[config.mk]
export PLATFORM = sky130hd
export DESIGN_NAME = command_line_parser_core
export DESIGN_NICKNAME = d
export VERILOG_FILES = /design/src/hdl/clp_pkg.sv /design/src/hdl/command_line_parser_core.sv
export SDC_FILE = /design/constraint.sdc
export NUM_CORES = 1
export LEC_CHECK = 0
export BUFFER_PORTS_ARGS = -buffer_cell sky130_fd_sc_hd__clkbuf_2
export CORE_ASPECT_RATIO = 1.1
export CORE_MARGIN = 3
export CORE_UTILIZATION = 65
export CTS_BUF_LIST = sky130_fd_sc_hd__clkbuf_16
export DETAILED_ROUTE_END_ITERATION = 16
export GPL_TIMING_DRIVEN = 0
export PLACE_DENSITY = 0.82
export SLEW_MARGIN = 20
export SYNTH_ARGS = -nofsm -noshare
export SYNTH_HDL_FRONTEND = slang
export SYNTH_SLANG_ARGS = --single-unit
export TNS_END_PERCENT = 30
[constraint.sdc]
create_clock -name clk -period 8.1 [get_ports clk]
set_clock_uncertainty 0.1 [all_clocks]
set_input_delay 1.62 -clock clk [delete_from_list [all_inputs] [get_ports clk]]
set_output_delay 1.62 -clock clk [all_outputs]
set_load 0.01 [all_outputs]
[src/hdl/clp_pkg.sv]
package clp_pkg;

    typedef struct packed {
        logic [7:0] char_in;
        logic       last_char;
    } in_item_t;

    typedef struct packed {
        logic [2:0] cmd_kind;
        logic [6:0] first_number;
        logic [6:0] second_number;
        logic       straight;
    } out_item_t;

    typedef enum logic [2:0] {
        KIND_INVALID = 3'd0,
        KIND_TR      = 3'd1,
        KIND_RV      = 3'd2,
        KIND_SW      = 3'd3,
        KIND_Q       = 3'd4
    } kind_t;

    typedef enum logic [14:0] {
        PH_START     = 15'h0001,
        PH_GOT_T     = 15'h0002,
        PH_GOT_R     = 15'h0004,
        PH_GOT_S     = 15'h0008,
        PH_TRA_WAIT  = 15'h0010,
        PH_TRA_DIG   = 15'h0020,
        PH_TRB_WAIT  = 15'h0040,
        PH_TRB_DIG   = 15'h0080,
        PH_RV_WAIT   = 15'h0100,
        PH_RV_DIG    = 15'h0200,
        PH_SW_WAIT   = 15'h0400,
        PH_SW_DIG    = 15'h0800,
        PH_SW_LETTER = 15'h1000,
        PH_DONE      = 15'h2000,
        PH_FAIL      = 15'h4000
    } phase_t;

    typedef struct packed {
        phase_t     phase;
        logic [6:0] acc;
        logic [6:0] first;
        kind_t      kind;
        logic       straight;
    } parse_state_t;

    localparam parse_state_t PARSE_RESET = '{
        phase:    PH_START,
        acc:      7'd0,
        first:    7'd0,
        kind:     KIND_INVALID,
        straight: 1'b0
    };

    localparam logic [7:0] CH_SPACE = " ";
    localparam logic [7:0] CH_TAB   = 8'h09;
    localparam logic [7:0] CH_ZERO  = "0";
    localparam logic [7:0] CH_NINE  = "9";
    localparam logic [7:0] CH_LO_T  = "t";
    localparam logic [7:0] CH_LO_R  = "r";
    localparam logic [7:0] CH_LO_S  = "s";
    localparam logic [7:0] CH_LO_Q  = "q";
    localparam logic [7:0] CH_LO_V  = "v";
    localparam logic [7:0] CH_LO_W  = "w";
    localparam logic [7:0] CH_UP_S  = "S";
    localparam logic [7:0] CH_UP_C  = "C";

    localparam logic [6:0] DEC_TEN = 7'd10;

    function automatic logic is_blank(logic [7:0] c);
        return (c == CH_SPACE) || (c == CH_TAB);
    endfunction

    function automatic logic is_digit(logic [7:0] c);
        return (c >= CH_ZERO) && (c <= CH_NINE);
    endfunction

    function automatic logic is_dig_phase(phase_t p);
        return (p == PH_TRA_DIG) || (p == PH_TRB_DIG) ||
               (p == PH_RV_DIG) || (p == PH_SW_DIG);
    endfunction

    // A number is complete: store it and move on.
    function automatic parse_state_t take_number(parse_state_t s, logic [6:0] v);
        parse_state_t n;
        n = s;
        case (s.phase)
            PH_TRA_DIG:
            begin
                n.first = v;
                n.phase = PH_TRB_WAIT;
            end
            PH_TRB_DIG:
            begin
                n.acc   = v;
                n.kind  = KIND_TR;
                n.phase = PH_DONE;
            end
            PH_RV_DIG:
            begin
                n.first = v;
                n.acc   = 7'd0;
                n.kind  = KIND_RV;
                n.phase = PH_DONE;
            end
            PH_SW_DIG:
            begin
                n.first = v;
                n.phase = PH_SW_LETTER;
            end
            default:
            begin
                n = s;
            end
        endcase
        return n;
    endfunction

    // Every phase except the digit phases.
    function automatic parse_state_t handle_simple(parse_state_t s, logic [7:0] c);
        parse_state_t n;
        logic         blank;
        logic         dig;
        logic [7:0]   diff;
        n     = s;
        blank = is_blank(c);
        dig   = is_digit(c);
        diff  = c - CH_ZERO;
        case (s.phase)
            PH_START:
            begin
                if (!blank)
                begin
                    if (c == CH_LO_T)
                        n.phase = PH_GOT_T;
                    else if (c == CH_LO_R)
                        n.phase = PH_GOT_R;
                    else if (c == CH_LO_S)
                        n.phase = PH_GOT_S;
                    else if (c == CH_LO_Q)
                    begin
                        n.kind  = KIND_Q;
                        n.first = 7'd0;
                        n.acc   = 7'd0;
                        n.phase = PH_DONE;
                    end
                    else
                        n.phase = PH_FAIL;
                end
            end
            PH_GOT_T: n.phase = (c == CH_LO_R) ? PH_TRA_WAIT : PH_FAIL;
            PH_GOT_R: n.phase = (c == CH_LO_V) ? PH_RV_WAIT : PH_FAIL;
            PH_GOT_S: n.phase = (c == CH_LO_W) ? PH_SW_WAIT : PH_FAIL;
            PH_TRA_WAIT, PH_TRB_WAIT, PH_RV_WAIT, PH_SW_WAIT:
            begin
                if (!blank)
                begin
                    if (dig)
                    begin
                        n.acc = {3'd0, diff[3:0]};
                        case (s.phase)
                            PH_TRA_WAIT: n.phase = PH_TRA_DIG;
                            PH_TRB_WAIT: n.phase = PH_TRB_DIG;
                            PH_RV_WAIT:  n.phase = PH_RV_DIG;
                            default:     n.phase = PH_SW_DIG;
                        endcase
                    end
                    else
                        n.phase = PH_FAIL;
                end
            end
            PH_SW_LETTER:
            begin
                if (!blank)
                begin
                    if ((c == CH_UP_S) || (c == CH_UP_C))
                    begin
                        n.straight = (c == CH_UP_S);
                        n.acc      = 7'd0;
                        n.kind     = KIND_SW;
                        n.phase    = PH_DONE;
                    end
                    else
                        n.phase = PH_FAIL;
                end
            end
            default:
            begin
                n = s;
            end
        endcase
        return n;
    endfunction

    function automatic parse_state_t step_char(parse_state_t s, logic [7:0] c);
        parse_state_t n;
        logic [7:0]   diff;
        diff = c - CH_ZERO;
        if (is_dig_phase(s.phase))
        begin
            if (is_digit(c))
                n = take_number(s, 7'((s.acc * DEC_TEN) + {3'd0, diff[3:0]}));
            else
                // held digit stands alone, this byte opens the next field
                n = handle_simple(take_number(s, s.acc), c);
        end
        else
            n = handle_simple(s, c);
        return n;
    endfunction

endpackage

[src/hdl/command_line_parser_core.sv]
// Channel | Signals                       | Item
// input   | in_valid, in_ready, in_data   | in_item_t  (char_in, last_char)
// output  | out_valid, out_ready, out_data| out_item_t (cmd_kind, numbers, straight)
//
// One item per cycle sustained while in_ready is high. An item waits in the
// input register; the parse update runs between it and the parser state /
// result register; out_valid rises as the final byte leaves the input register.
// Reset returns the parser to the start of a line and empties both registers.
// in_ready drops only while the input register holds a final byte and the
// result register is full and not being taken.
module command_line_parser_core
    import clp_pkg::*;
(
    input  logic      clk,
    input  logic      rst_n,
    input  logic      in_valid,
    output logic      in_ready,
    input  in_item_t  in_data,
    output logic      out_valid,
    input  logic      out_ready,
    output out_item_t out_data
);

    logic         in_valid_reg;
    logic         in_valid_next;
    in_item_t     in_data_reg;
    parse_state_t parse_reg;
    parse_state_t parse_next;
    logic         out_valid_reg;
    logic         out_valid_next;
    out_item_t    out_data_reg;
    out_item_t    out_data_next;
    parse_state_t s_step;
    parse_state_t s_end;
    logic         advance;
    logic         emit;

    assign advance  = in_valid_reg &&
                      (!in_data_reg.last_char || !out_valid_reg || out_ready);
    assign emit     = advance && in_data_reg.last_char;
    assign in_ready = !in_valid_reg || advance;

    always_comb
    begin
        s_step = step_char(parse_reg, in_data_reg.char_in);
        s_end  = is_dig_phase(s_step.phase) ? take_number(s_step, s_step.acc) : s_step;

        if (s_end.phase == PH_DONE)
        begin
            out_data_next.cmd_kind      = s_end.kind;
            out_data_next.first_number  = s_end.first;
            out_data_next.second_number = (s_end.kind == KIND_TR) ? s_end.acc : 7'd0;
            out_data_next.straight      = (s_end.kind == KIND_SW) ? s_end.straight : 1'b0;
        end
        else
        begin
            out_data_next = '0;
        end

        if (advance)
            parse_next = in_data_reg.last_char ? PARSE_RESET : s_step;
        else
            parse_next = parse_reg;

        if (emit)
            out_valid_next = 1'b1;
        else if (out_ready)
            out_valid_next = 1'b0;
        else
            out_valid_next = out_valid_reg;

        if (in_valid && in_ready)
            in_valid_next = 1'b1;
        else if (advance)
            in_valid_next = 1'b0;
        else
            in_valid_next = in_valid_reg;
    end

    always_ff @(posedge clk or negedge rst_n)
    begin
        if (!rst_n)
        begin
            in_valid_reg  <= 1'b0;
            out_valid_reg <= 1'b0;
            parse_reg     <= PARSE_RESET;
        end
        else
        begin
            in_valid_reg  <= in_valid_next;
            out_valid_reg <= out_valid_next;
            parse_reg     <= parse_next;
        end
    end

    always_ff @(posedge clk)
    begin
        if (in_valid && in_ready)
            in_data_reg <= in_data;
        if (emit)
            out_data_reg <= out_data_next;
    end

    assign out_valid = out_valid_reg;
    assign out_data  = out_data_reg;

endmodule

## After elaboration in Yosys (flattened, before gate mapping)

Index checks and enable logic that the tools add are counted.

- Reduce and logical (&&, ||, !) cells: 28
- Muxes and demuxes: 61
- Equal/unequal tests: 39
- $mul: 1
- Bitwise logic cells: 0
- Add/subtract/negate cells: 2
- Div/mod/pow operators: 0
- $lt $le $gt $ge: 2
- Shift-type cells: 0

Operators with widths:

| kind | count |
|---|---|
| $pmux W15 S6 | 2 |
| $mux W15 | 11 |
| $mux W17 | 8 |
| $mux W33 | 4 |
| $pmux W15 S3 | 2 |
| $mux W22 | 4 |
| $mux W7 | 10 |
| $eq A8 B7 Y1 const B | 8 |
| $mux W32 | 2 |
| $pmux W7 S3 | 2 |
| $pmux W12 S3 | 1 |
| $eq A15 B1 Y1 const B | 2 |
| $eq A15 B10 Y1 const B | 2 |
| $eq A15 B11 Y1 const B | 2 |
| $eq A15 B12 Y1 const B | 2 |
| $eq A15 B13 Y1 const B | 2 |
| $eq A15 B2 Y1 const B | 2 |
| $eq A15 B3 Y1 const B | 2 |
| $eq A15 B4 Y1 const B | 2 |
| $eq A15 B5 Y1 const B | 2 |
| $eq A15 B6 Y1 const B | 2 |
| $eq A15 B7 Y1 const B | 2 |
| $eq A15 B8 Y1 const B | 2 |
| $eq A15 B9 Y1 const B | 2 |
| other kinds (22) | 53 |

- Word-level logic and storage cells: 146
- Latch bits: 0
- Memories: 0
- RAM bits: 0
- Register bits: 62
- Bits in read-only memories: 0
- Output and inout port bits: 20

## Longest topological paths before layout

- Word-level depth: 18
- Mapped depth: 13
- Depth with buffers taken out: 11

## Worst setup path before layout

OpenSTA, ideal clock, no wires.

- Kind: input-to-output
- From: input port out_ready
- To: output port in_ready
- Stages: 1
- Path slack: 4.521 ns
- Data required time: 6.380 ns
- Arrival: 1.859 ns
- Path through: nand4b_1

- Cells in the longest elaborated chain, start to end: 3

Ends and longest elaborated chain:

| item | line | RTL |
|---|---|---|
| start, declared | command_line_parser_core.sv:20 | `input logic out_ready,` |
| $logic_or A1 B1 Y1 | command_line_parser_core.sv:39 | `(!in_data_reg.last_char \|\| !out_valid_reg \|\| out_ready);` |
| $logic_and A1 B1 Y1 | command_line_parser_core.sv:38 | `assign advance = in_valid_reg &&` |
| $logic_or A1 B1 Y1 | command_line_parser_core.sv:41 | `assign in_ready = !in_valid_reg \|\| advance;` |
| end, declared | command_line_parser_core.sv:17 | `output logic in_ready,` |

No other way between the ends.

## Final worst setup path

- From: register in_data_reg[3] (netlist bit)
- To: register out_data_reg, in the netlist out_data[2] (data pin)

- Cells in the longest elaborated chain, start to end: 16
- Elaborated cells between the ends (all ways): 68

Ends and longest elaborated chain:

| item | line | RTL |
|---|---|---|
| start, declared | command_line_parser_core.sv:26 | `in_item_t in_data_reg;` |
| start signal, assigned | command_line_parser_core.sv:99 | `in_data_reg <= in_data;` |
| $eq A8 B7 Y1 | clp_pkg.sv:142 | `else if (c == CH_LO_Q)` |
| $mux W15 | clp_pkg.sv:142 |  |
| $mux W15 | clp_pkg.sv:140 | `else if (c == CH_LO_S)` |
| $mux W15 | clp_pkg.sv:138 | `else if (c == CH_LO_R)` |
| $mux W15 | clp_pkg.sv:136 | `if (c == CH_LO_T)` |
| $mux W32 | clp_pkg.sv:134 | `if (!blank)` |
| $pmux W15 S6 | clp_pkg.sv:131 | `case (s.phase)` |
| $mux W33 | clp_pkg.sv:203 | `if (is_digit(c))` |
| $mux W33 (*) | clp_pkg.sv:201 | `if (is_dig_phase(s.phase))` |
| branches (longest 4 deep; another with $eq A15 B8 Y1) | - |  |
| $mux W33 (*) | command_line_parser_core.sv:46 | `s_end = is_dig_phase(s_step.phase) ? take_number(s_step, s_step.acc) : s_step;` |
| $eq A15 B14 Y1 / $eq A3 B1 Y1 (equally long branches) | command_line_parser_core.sv:48, command_line_parser_core.sv:52 |  |
| $reduce_and A2 Y1 (no line) | - |  |
| end signal, assigned | command_line_parser_core.sv:101 | `out_data_reg <= out_data_next;` |
| end, declared | command_line_parser_core.sv:31 | `out_item_t out_data_reg;` |

Mark *: on every way between the ends.
A chain may end at the register's enable or synchronous reset.

==> flow_summary.ini <==
[outcome]
status = complete, no violations

[place]
pre_cts_ws_ns = 4.29
hpwl_um = 9960
numPortBuffers = 32
gp_congestion = 1.00
dp.cells = 584
dpl_cell_area_mm2 = 0.00455

[setup_path]
cp_max_fo = 10
path_class = register to register
cp-start-kind = register
cp.arrival_ns = 3.95
end_kind = register
critPathRequiredTime_ns = 8.06

[logic_synthesis]
synthFlopType = dfrtp_1
ys_types = 80
async_flop_share_pct = 56.5
synthesis.nets = 494
avgSynthCellArea_um2 = 9.09
ys_seq_area_share_pct = 39.4
synth_seq_cells = 62
yosysWarnings = 0
synth-edff-count = 27
syn_inst = 472
synth_area_mm2 = 0.00429

[pwr]
p_leak_uw = 0.00201
peakVddDrop_uv = 180
power.density_mw_per_mm2 = 227

[worst_hold_path]
hp-class = register to register

[timing]
drv_slew = 0
finalCriticalPeriod_ns = 4.00
finalHoldViolCount = 0
rsz0062_at_grt = no
setup-violations-final = 0
worst_pin_slew_ns = 0.976
fin_hold_ws_ns = 0.387
fin_crit_sh_pct = 49.3
fin_setup_tns_ns = 0
fmax_ghz = 0.250
slew_headroom_pct = 34.9
layout_setup_ws_ns = 4.10

[routing]
dr.pass1.iters = 6
routed_wl_um = 14300
dr.first_iter.drc_count = 567
drc = 0
ant_nets = 0
num_vias = 4372
via_per_inst = 7.29
drt-wirelength-per-cell_um = 23.8

[cts]
cts-resized-gates = 0
ctsHtreeMaxLevel = 3
cts.reportedPaths.clkPinSlew_ns = 0.06
clock_path_buffers = 2
cts_sinks = 62
clk_latency_ns = 0.34
clock-root-buffer = clkbuf_16
cts_buffers = 9
postCtsSetupRepairBufs = 0
ctsHoldBuffers = 0
cts_tree = yes

[cells_and_area]
layout-drive-gt1-share_pct = 17.3
antennaDiodeCount = 0
syn_to_final_growth_pct = 13.0
fin_area_mm2 = 0.00485
largest_register_ff_count = 33
finalNetCount = 537
layoutNonFillerInstCount = 600
multiInputGateArea_mm2 = 0.00239
n_fill_cell = 393
ff_latch_area_mm2 = 0.00169

[global_routing]
grt-ovfl-total = 0
grt_pass1_vias = 4327
grt_pass1_wl_um = 22900
grt_antenna_before_repair = 0
track_usage_pct = 38.7
grt_start_max_net_pins = 36

[floorplan]
die_x_um = 83.5
io_pins = 33
die_h_um = 91.2
start_util_pct = 68.4
dieArea_mm2 = 0.00761
core.rowCount = 30
core_area_mm2 = 0.00627

[flow_run]
drv_cap = 0
==> routing by layer <==
layer	wire [um]	vias to the layer above	track usage (%)
met2	6760	398	62.6
li1	-	1873	-
met3	1730	92	10.6
met5	0	-	0
met1	4930	2009	46.7
met4	833	0	21.8
==> worst max-delay path: stages (launching register included) <==
cell	delay, ns
edfxtp_1	0.58
o21ai_0	0.45
and3_1	0.21
clkbuf_1	0.61
o211a_1	0.46
o41ai_1	0.25
and4_1	0.28
nand4_2	0.12
nor2_1	0.10
a31oi_2	0.36
nor2_1	0.18
==> stage by stage <==
stage | util, % | total power [uW]
floorplan | - | 594
global placement | 72.6 | 692
detailed placement | 72.6 | 691
CTS | 77.3 | 1080
global route | 77.3 | 1130
finish | 77.3 | 1100
==> Yosys cell counts (9+ instances only) <==
cell type  number  area (um^2)
nand3_1        14         70.1
nand2_1        60          225
dfrtp_1        34          851
edfxtp_1       27          811
inv_1          14         52.6
buf_2           9         45.0
a21oi_1        22          110
xnor2_1        11         96.3
clkbuf_1       14         52.6
nor2_1         38          143
nor3_1         14         70.1
a22o_1         11         96.3
o21ai_0        35          175
==> cell usage in the layout (no fill, tap or decap), types with 6 or more instances in the layout <==
| master | instances |
|---|---|
| nand3_1 | 14 |
| nor3_1 | 14 |
| a21oi_1 | 22 |
| o21ai_0 | 35 |
| mux2i_1 | 8 |
| xor2_1 | 6 |
| or4_1 | 6 |
| nor2_1 | 38 |
| clkbuf_1 | 14 |
| nor4_1 | 8 |
| inv_1 | 14 |
| clkbuf_16 | 9 |
| dfrtp_1 | 34 |
| a22o_1 | 11 |
| xnor2_1 | 11 |
| ha_1 | 7 |
| nand2_1 | 60 |
| buf_2 | 9 |
| clkbuf_2 | 32 |
| edfxtp_1 | 27 |
==> final timing paths <==
check                                from       endpoint  slack (ns)  cells past startpoint
setup / recovery           in_data_reg[3]    out_data[2]        4.10                     10
hold / removal               parse_reg[3]   parse_reg[3]        0.39                      2
setup reg to reg           in_data_reg[3]    out_data[2]        4.10                     10
hold reg to reg              parse_reg[3]   parse_reg[3]        0.39                      2
max in group asynchronous           rst_n  parse_reg[11]        5.96                      1
min in group asynchronous           rst_n  parse_reg[23]        1.34                      1
==> report_power, final <==
| part | switching (uW) | leakage, uW | total [uW] | internal [uW] |
|---|---|---|---|---|
| Clock | 157 | 0.000140 | 396 | 239 |
| Combinational | 234 | 0.00113 | 338 | 104 |
| Sequential | 19.7 | 0.000743 | 365 | 346 |
==> layout make-up <==
class	instances	share of cell area [%]
Timing Repair Buffer	32	3.30
Tap cell	80	2.07
Clock buffer	9	4.65
Multi-Input combinational cell	367	49.4
Clock inverter	7	1.47
Sequential cell	62	34.8
Inverter	14	1.08
Buffer	29	3.18
==> logic make-up (layout without fill, tap and decap cells) <==
kind of cell / Yosys count / in the layout / share of synthesized area [%]
mux: 8 / 8 / 1.87
xor+xnor: 17 / 17 / 3.47
compound gates: 133 / 133 / 21.9
fa+ha+maj: 9 / 9 / 2.98
flops: 62 / 62 / 39.4
buf+inv: 43 / 91 / 4.81
simple gates: 200 / 200 / 25.6
No activity file was read; power rests on OpenSTA's default activity.
